**config.mk**
```make
export PLATFORM = sky130hd
export DESIGN_NAME = integer_to_ascii_formatter_top
export DESIGN_NICKNAME = d
export VERILOG_FILES = /design/src/hw/rtl/i2a_pkg.sv /design/src/hw/rtl/integer_to_ascii_formatter_top.sv
export SDC_FILE = /design/constraint.sdc
export NUM_CORES = 1
export LEC_CHECK = 0
export ABC_AREA = 1
export BUFFER_PORTS_ARGS = -buffer_cell sky130_fd_sc_hd__buf_2
export CAP_MARGIN = 25
export CORE_UTILIZATION = 51
export DETAILED_ROUTE_END_ITERATION = 6
export PLACE_DENSITY = 0.68
export SETUP_SLACK_MARGIN = 0.4
export SYNTH_ARGS = -nofsm -noshare
export SYNTH_HDL_FRONTEND = slang
export SYNTH_SLANG_ARGS = --single-unit
```
**constraint.sdc**
```tcl
create_clock -name clk -period 6.9 [get_ports clk]
set_input_delay 1.38 -clock clk [delete_from_list [all_inputs] [get_ports clk]]
set_output_delay 1.38 -clock clk [all_outputs]
set_load 0.01 [all_outputs]
```
**src/hw/rtl/i2a_pkg.sv**
```systemverilog
`timescale 1ns / 1ps
`default_nettype none
package i2a_pkg;

	// operand width and derived digit store sizes
	localparam int VALUE_WIDTH = 32;
	localparam int DEC_DIGITS  = (VALUE_WIDTH * 302) / 1000 + 1;
	localparam int OCT_DIGITS  = (VALUE_WIDTH + 2) / 3;
	localparam int HEX_NIBBLES = (VALUE_WIDTH + 3) / 4;
	localparam int DEC_BITS    = 4 * DEC_DIGITS;
	localparam int OCT_BITS    = 3 * OCT_DIGITS;
	localparam int HEX_BITS    = 4 * HEX_NIBBLES;
	localparam int MAX_A       = (DEC_BITS > VALUE_WIDTH) ? DEC_BITS : VALUE_WIDTH;
	localparam int MAX_B       = (OCT_BITS > HEX_BITS) ? OCT_BITS : HEX_BITS;
	localparam int SHIFT_BITS  = (MAX_A > MAX_B) ? MAX_A : MAX_B;
	localparam int CNT_BITS    = $clog2(VALUE_WIDTH + 1);

	// conversion kinds
	localparam logic [2:0] KIND_SDEC = 3'd0;
	localparam logic [2:0] KIND_UDEC = 3'd1;
	localparam logic [2:0] KIND_OCT  = 3'd2;
	localparam logic [2:0] KIND_HEX  = 3'd3;
	localparam logic [2:0] KIND_BIN  = 3'd4;

	// flag bit positions
	localparam int FLAG_PLUS_BIT  = 0;
	localparam int FLAG_SPACE_BIT = 1;
	localparam int FLAG_ALT_BIT   = 2;

	// ascii codes
	localparam logic [7:0] CH_ZERO  = 8'h30;
	localparam logic [7:0] CH_MINUS = 8'h2D;
	localparam logic [7:0] CH_PLUS  = 8'h2B;
	localparam logic [7:0] CH_SPACE = 8'h20;
	localparam logic [7:0] CH_X_LO  = 8'h78;
	localparam logic [7:0] CH_X_UP  = 8'h58;
	localparam logic [7:0] CH_B_LO  = 8'h62;
	localparam logic [7:0] CH_A_UP  = 8'h41;
	localparam logic [7:0] CH_A_LO  = 8'h61;

	typedef struct packed {
		logic [VALUE_WIDTH-1:0] value;
		logic [2:0]             kind;
		logic                   uppercase;
		logic [2:0]             flags;
	} i2a_in_t;

	typedef struct packed {
		logic [7:0] char_code;
		logic       last;
	} i2a_out_t;

	typedef enum logic [2:0] {
		ST_IDLE,
		ST_CONV,
		ST_PRE,
		ST_SKIP,
		ST_EMIT
	} i2a_state_t;

	function automatic logic [7:0] digit_char(input logic [3:0] d, input logic upper);
		logic [7:0] ch;
		if (d < 4'd10) begin
			ch = CH_ZERO + {4'd0, d};
		end else begin
			ch = (upper ? CH_A_UP : CH_A_LO) + {4'd0, d} - 8'd10;
		end
		return ch;
	endfunction

endpackage
`default_nettype wire

```
**src/hw/rtl/integer_to_ascii_formatter_top.sv**
```systemverilog
`timescale 1ns / 1ps
// sequence: decimal kinds first run the bit-serial double-dabble bcd loop; then the sign or
// prefix characters are emitted, leading zeros are skipped in the digit shifter and the digits
// are emitted, each character waiting for a free output register; a new value is taken only
// after the last digit of the previous one has been emitted
// reset: arst_n clears the sequencer and the output valid; the block then takes a value at once
`default_nettype none
module integer_to_ascii_formatter_top (
	input  wire                clk,
	input  wire                arst_n,
	input  wire                in_valid,
	output logic               in_ready,
	input  wire i2a_pkg::i2a_in_t in_data,
	output logic               out_valid,
	input  wire                out_ready,
	output i2a_pkg::i2a_out_t  out_data
);
	import i2a_pkg::*;

	// sequencer and counters
	i2a_state_t            state_q, state_d;
	logic [CNT_BITS-1:0]   cnt_q, cnt_d;
	logic [1:0]            pre_cnt_q, pre_cnt_d;
	logic                  out_valid_q, out_valid_d;

	// payload registers
	logic [SHIFT_BITS-1:0]  dig_q, dig_d;
	logic [VALUE_WIDTH-1:0] src_q, src_d;
	logic [DEC_BITS-1:0]    bcd_q, bcd_d, bcd_adj;
	logic [2:0]             kind_q, kind_d;
	logic                   upper_q, upper_d;
	logic [7:0]             pre0_q, pre0_d, pre1_q, pre1_d;
	i2a_out_t               out_q, out_d;

	// load-time decode of the incoming transaction
	logic [2:0]             kind_n;
	logic                   is_dec_n;
	logic                   neg_n;
	logic                   nonzero_n;
	logic [VALUE_WIDTH-1:0] mag_n;

	// digit at the top of the shifter and the shifter advanced by one digit
	logic [3:0]            top_digit;
	logic [SHIFT_BITS-1:0] dig_shift;

	logic in_fire;
	logic slot_free;
	logic emit;
	logic [7:0] emit_char;
	logic emit_last;

	assign in_ready  = (state_q == ST_IDLE);
	assign in_fire   = in_valid && in_ready;
	// output register frees up when empty or being drained this cycle
	assign slot_free = !out_valid_q || out_ready;
	assign out_valid = out_valid_q;
	assign out_data  = out_q;

	always_comb begin
		kind_n    = (in_data.kind > KIND_BIN) ? KIND_UDEC : in_data.kind;
		is_dec_n  = (kind_n == KIND_SDEC) || (kind_n == KIND_UDEC);
		neg_n     = (kind_n == KIND_SDEC) && in_data.value[VALUE_WIDTH-1];
		nonzero_n = (in_data.value != '0);
		mag_n     = neg_n ? (~in_data.value + 1'b1) : in_data.value;
	end

	// shift-add-3 correction on every bcd digit, independent lanes
	always_comb begin
		for (int i = 0; i < DEC_DIGITS; i++) begin
			if (bcd_q[4*i +: 4] >= 4'd5) begin
				bcd_adj[4*i +: 4] = bcd_q[4*i +: 4] + 4'd3;
			end else begin
				bcd_adj[4*i +: 4] = bcd_q[4*i +: 4];
			end
		end
	end

	// digit size follows the kind: 1 bit binary, 3 octal, 4 hex and bcd
	always_comb begin
		case (kind_q)
			KIND_BIN: begin
				top_digit = {3'd0, dig_q[SHIFT_BITS-1]};
				dig_shift = {dig_q[SHIFT_BITS-2:0], 1'b0};
			end
			KIND_OCT: begin
				top_digit = {1'b0, dig_q[SHIFT_BITS-1 -: 3]};
				dig_shift = {dig_q[SHIFT_BITS-4:0], 3'd0};
			end
			default: begin
				top_digit = dig_q[SHIFT_BITS-1 -: 4];
				dig_shift = {dig_q[SHIFT_BITS-5:0], 4'd0};
			end
		endcase
	end

	always_comb begin
		state_d   = state_q;
		cnt_d     = cnt_q;
		pre_cnt_d = pre_cnt_q;
		dig_d     = dig_q;
		src_d     = src_q;
		bcd_d     = bcd_q;
		kind_d    = kind_q;
		upper_d   = upper_q;
		pre0_d    = pre0_q;
		pre1_d    = pre1_q;
		emit      = 1'b0;
		emit_char = digit_char(top_digit, upper_q);
		emit_last = 1'b0;

		unique case (state_q)
			ST_IDLE: begin
				if (in_fire) begin
					kind_d    = kind_n;
					upper_d   = in_data.uppercase;
					pre_cnt_d = 2'd0;
					pre0_d    = CH_ZERO;
					pre1_d    = CH_ZERO;
					// sign for signed decimal, prefix for the other bases
					if (kind_n == KIND_SDEC) begin
						if (neg_n) begin
							pre_cnt_d = 2'd1;
							pre0_d    = CH_MINUS;
						end else if (in_data.flags[FLAG_PLUS_BIT]) begin
							pre_cnt_d = 2'd1;
							pre0_d    = CH_PLUS;
						end else if (in_data.flags[FLAG_SPACE_BIT]) begin
							pre_cnt_d = 2'd1;
							pre0_d    = CH_SPACE;
						end
					end else if (in_data.flags[FLAG_ALT_BIT] && nonzero_n) begin
						case (kind_n)
							KIND_OCT: begin
								pre_cnt_d = 2'd1;
							end
							KIND_HEX: begin
								pre_cnt_d = 2'd2;
								pre1_d    = in_data.uppercase ? CH_X_UP : CH_X_LO;
							end
							KIND_BIN: begin
								pre_cnt_d = 2'd2;
								pre1_d    = CH_B_LO;
							end
							default: begin
								pre_cnt_d = 2'd0;
							end
						endcase
					end
					// decimal goes through the bcd loop, other bases load left-aligned
					dig_d = '0;
					src_d = mag_n;
					bcd_d = '0;
					if (is_dec_n) begin
						cnt_d   = CNT_BITS'(VALUE_WIDTH);
						state_d = ST_CONV;
					end else begin
						case (kind_n)
							KIND_OCT: begin
								dig_d[SHIFT_BITS-1 -: OCT_BITS] = OCT_BITS'(in_data.value);
								cnt_d = CNT_BITS'(OCT_DIGITS);
							end
							KIND_HEX: begin
								dig_d[SHIFT_BITS-1 -: HEX_BITS] = HEX_BITS'(in_data.value);
								cnt_d = CNT_BITS'(HEX_NIBBLES);
							end
							default: begin
								dig_d[SHIFT_BITS-1 -: VALUE_WIDTH] = in_data.value;
								cnt_d = CNT_BITS'(VALUE_WIDTH);
							end
						endcase
						state_d = ST_PRE;
					end
				end
			end
			ST_CONV: begin
				bcd_d = {bcd_adj[DEC_BITS-2:0], src_q[VALUE_WIDTH-1]};
				src_d = {src_q[VALUE_WIDTH-2:0], 1'b0};
				cnt_d = cnt_q - 1'b1;
				if (cnt_q == CNT_BITS'(1)) begin
					dig_d = '0;
					dig_d[SHIFT_BITS-1 -: DEC_BITS] = {bcd_adj[DEC_BITS-2:0], src_q[VALUE_WIDTH-1]};
					cnt_d   = CNT_BITS'(DEC_DIGITS);
					state_d = ST_PRE;
				end
			end
			ST_PRE: begin
				if (pre_cnt_q == 2'd0) begin
					state_d = ST_SKIP;
				end else if (slot_free) begin
					emit      = 1'b1;
					emit_char = pre0_q;
					pre0_d    = pre1_q;
					pre_cnt_d = pre_cnt_q - 1'b1;
				end
			end
			ST_SKIP: begin
				// drop leading zeros, keeping at least one digit
				if ((top_digit == 4'd0) && (cnt_q != CNT_BITS'(1))) begin
					dig_d = dig_shift;
					cnt_d = cnt_q - 1'b1;
				end else begin
					state_d = ST_EMIT;
				end
			end
			ST_EMIT: begin
				if (slot_free) begin
					emit      = 1'b1;
					emit_last = (cnt_q == CNT_BITS'(1));
					dig_d     = dig_shift;
					cnt_d     = cnt_q - 1'b1;
					if (cnt_q == CNT_BITS'(1)) begin
						state_d = ST_IDLE;
					end
				end
			end
			default: begin
				state_d = ST_IDLE;
			end
		endcase
	end

	// output register
	always_comb begin
		out_valid_d = out_valid_q;
		out_d       = out_q;
		if (emit) begin
			out_valid_d     = 1'b1;
			out_d.char_code = emit_char;
			out_d.last      = emit_last;
		end else if (out_ready) begin
			out_valid_d = 1'b0;
		end
	end

	always_ff @(posedge clk or negedge arst_n) begin
		if (!arst_n) begin
			state_q     <= ST_IDLE;
			cnt_q       <= '0;
			pre_cnt_q   <= '0;
			out_valid_q <= 1'b0;
		end else begin
			state_q     <= state_d;
			cnt_q       <= cnt_d;
			pre_cnt_q   <= pre_cnt_d;
			out_valid_q <= out_valid_d;
		end
	end

	always_ff @(posedge clk) begin
		dig_q   <= dig_d;
		src_q   <= src_d;
		bcd_q   <= bcd_d;
		kind_q  <= kind_d;
		upper_q <= upper_d;
		pre0_q  <= pre0_d;
		pre1_q  <= pre1_d;
		out_q   <= out_d;
	end

	// a transaction in flight blocks the next one
	assert property (@(posedge clk) disable iff (!arst_n)
		in_fire |=> !in_ready)
		else $error("input taken twice in a row");

	// a pending character that is not the last one means the value is still in progress
	assert property (@(posedge clk) disable iff (!arst_n)
		(out_valid && !out_data.last) |-> !in_ready)
		else $error("idle while a value's text is unfinished");

	// the digit counter never runs dry while busy
	assert property (@(posedge clk) disable iff (!arst_n)
		(state_q != ST_IDLE) |-> (cnt_q != '0))
		else $error("digit counter empty while busy");

	// a character is only produced when the output register can take it
	assert property (@(posedge clk) disable iff (!arst_n)
		(out_valid && !out_ready) |=> (out_valid && $stable(out_data)))
		else $error("pending character overwritten");

endmodule
`default_nettype wire
```
==> reports/qor.yml <==
place:
  place_congestion: 0.861
  port_buffers: 52
  dpl_worst_slack_ns: 2.83
  dp.final_hpwl_mm: 16.7
  placed_area_um2: 9740
  dpl.cell_count: 1385
pwr:
  powerDensity_nw_per_um2: 474
  p_comb_frac: 0.415
  p_total_mw: 4.92
  intPower_mw: 2.87
  clkPwrFrac: 0.190
  max-vdd-ir-drop_v: 0.000266
  leakage_nw: 4.54
  p_sw_frac: 0.416
  seqPwrFrac: 0.395
  p_sw_mw: 2.04
timing:
  finalSetupViolCount: 0
  setup-tns-final_ns: 0
  slew_viol_final: 0
  finalCritPeriodShare: 0.532
  finalHoldViolCount: 0
  setup_slack_ns: 3.23
  fin_skew_ns: 0.00606
  fmax_mhz: 272
  rsz0062_at_grt: "no"
  tightestPinTransition_ns: 0.960
  hold_slack_ns: 0.500
  layout_min_cycle_time_ns: 3.67
  max_slew_margin: 0.360
global_routing:
  antenna_found_initial: 0
  grt_pass1_wl_mm: 36.9
  overflow: 0
  track_usage: 0.258
  grt_pass1_vias: 7258
  grt_max_degree: 73
final_layout:
  final_area_um2: 10400
  area_growth_pct: 11.1
  antenna_cells: 0
  nNetsFinal: 1246
  final_layout_size_suffix_gt1_frac: 0.102
  mostFrequentLayoutCells: "271 x nand2_1, 172 x inv_1, 136 x edfxtp_1"
  layout_commonest_cell: "nand2_1"
  fillers: 1619
  finalNonFillerCells: 1419
  final_core_util: 0.577
cts:
  clk_latency_ns: 0.43
  cts.sink_count: 148
  h-tree-depth: 4
  cts_root_buf: "clkbuf_16"
  cts_tree: "yes"
  cts_setup_buffers: 0
  cts_hold_buffers: 0
  cts_resized: 0
  clockBufferDepth: 2
  cts_made_buffers: 17
  clkTransAtPathRegs_ns: 0.06
route:
  wl_per_cell_um: 16.2
  vias: 7907
  wl_mm: 23.0
  vias_per_cell: 5.57
  drt_iter0_markers: 813
  antenna_left: 0
  first_pass_iters: 5
  drc_errors: 0
worst_setup_path:
  r2r-start: "kind_q[2]"
  startpoint: "kind_q[2]"
  cp_max_fo: 29
  cp_data_required_time_ns: 7.02
  endpoint_kind: "flop"
  r2r.worst_path.cells: 14
  cp.arrival_ns: 3.80
  r2r_setup_slack_ns: 3.23
  r2r_end: "dig_q[21]"
  critical_path_class: "flop to flop"
  startpoint_type: "flop"
synthesis:
  ys_types: 45
  synthAdderAreaFrac: 0.0348
  ys_warn_count: 0
  syn_inst: 1137
  ys_seq_elements: 148
  synth_top_family_by_area: "simple AND/OR/NAND/NOR gates"
  ys_seq_area_frac: 0.469
  synth_fp_nets: 1206
  synth_compound_area_frac: 0.145
  synth_mux_area_frac: 0
  synthesis.area_um2: 9340
  synthSimpleGateAreaFrac: 0.236
  yosys.area_share.xor_xnor: 0.0197
  synth_area_per_cell_um2: 8.21
floorplan:
  dieArea_um2: 18900
  die_w_um: 137
  fp.coreArea_um2: 18000
  die_h_um: 137
  initial_core_util: 0.520
  rows: 49
  ios: 54
worst_hold_path:
  min-delay-start: "pre_cnt_q[1]"
  hp-class: "flop to flop"
  hold_end: "pre_cnt_q[1]"
  min_path_cells: 2
run:
  drv_cap: 0
outcome:
  outcome: "finished, final reports clean"
## worst max-delay path: stages, from the launching register on
cell and delay (ns):
edfxtp_1 0.35, inv_1 0.05, nand3_1 0.60, inv_1 0.58
nand2_1 0.18, nand3_1 0.13, inv_1 0.12, ha_1 0.15
nand2_1 0.05, inv_1 0.08, nand2_1 0.08, o21ai_4 0.22
nand2_2 0.16, nor2_4 0.36, buf_12 0.25
## per-layer routing
| metal | part of all wire | wire (µm) | track usage |
|---|---|---|---|
| met5 | 0 | 0 | 0 |
| met4 | 0.022 | 507 | 0.0904 |
| met3 | 0.070 | 1610 | 0.0460 |
| met2 | 0.45 | 10300 | 0.394 |
| met1 | 0.46 | 10600 | 0.367 |
## logic make-up (layout without fill, tap and decap cells)
family	Yosys count	in the layout
compound gates	208	208
xor+xnor	21	21
fa+ha+maj	26	26
buf+inv	221	274
flops	148	148
other cells	1	1
simple gates	512	512
## synthesized netlist by cell type (all sizes together)
library cell	count	area, µm²
nor3b	1	7.51
xor2	17	149
o21ai	61	317
o31ai	3	22.5
o21bai	1	7.51
a211oi	3	22.5
nor2	100	407
nand3	89	445
o221ai	2	17.5
clkbuf	9	33.8
or2	3	18.8
a22oi	13	97.6
nand4	15	93.8
o21a	2	15.0
dfrtp	12	300
o2111ai	9	78.8
edfxtp	136	4080
a21o	1	7.51
o211ai	72	541
o22ai	5	37.5
ha	26	325
inv	183	687
a31oi	5	31.3
nand2	279	1070
conb	1	3.75
buf	29	163
a31o	2	17.5
xnor2	4	35.0
a21oi	29	145
nor3	18	106
nand3b	7	52.6
## flip-flops by register name, summed over array words and instances, names as in the netlist
name / cells
bcd_q: 40
cnt_q: 6
dig_q: 40
kind_q: 3
out_data: 8
out_valid: 1
pre0_q: 7
pre1_q: 5
pre_cnt_q: 2
src_q: 32
state_q: 3
upper_q: 1
## power groups by stage
stage          clock [mW]  sequential [mW]  combinational, mW
2_1_floorplan           0             1.90               1.49
3_3_place_gp            0             1.95               1.95
3_5_place_dp            0             1.95               1.99
4_1_cts             0.946             1.94               2.00
5_1_grt             0.981             1.99               2.30
6_report            0.936             1.94               2.04
## final cells by class
| type | count | area (µm²) | area share |
|---|---|---|---|
| multi-input combinational | 768 | 4080 | 0.393 |
| timing repair buffer | 59 | 343 | 0.0331 |
| clock inverter | 13 | 158 | 0.0152 |
| sequential | 148 | 4380 | 0.423 |
| tap | 229 | 287 | 0.0276 |
| clock buffer | 19 | 433 | 0.0417 |
| inverter | 183 | 687 | 0.0662 |
## how the worst max path moves through the flow
| stage | endpoint | depth (start not counted) | slack, ns |
|---|---|---|---|
| detailed placement | dig_q[18] | 13 | 2.83 |
| global route | dig_q[20] | 14 | 2.85 |
| global placement | dig_q[17] | 13 | 2.99 |
| finish | dig_q[21] | 14 | 3.23 |
| CTS | dig_q[20] | 13 | 2.83 |
| floorplan | dig_q[0] | 6 | 2.72 |
Power figures use the tool's default switching activity.
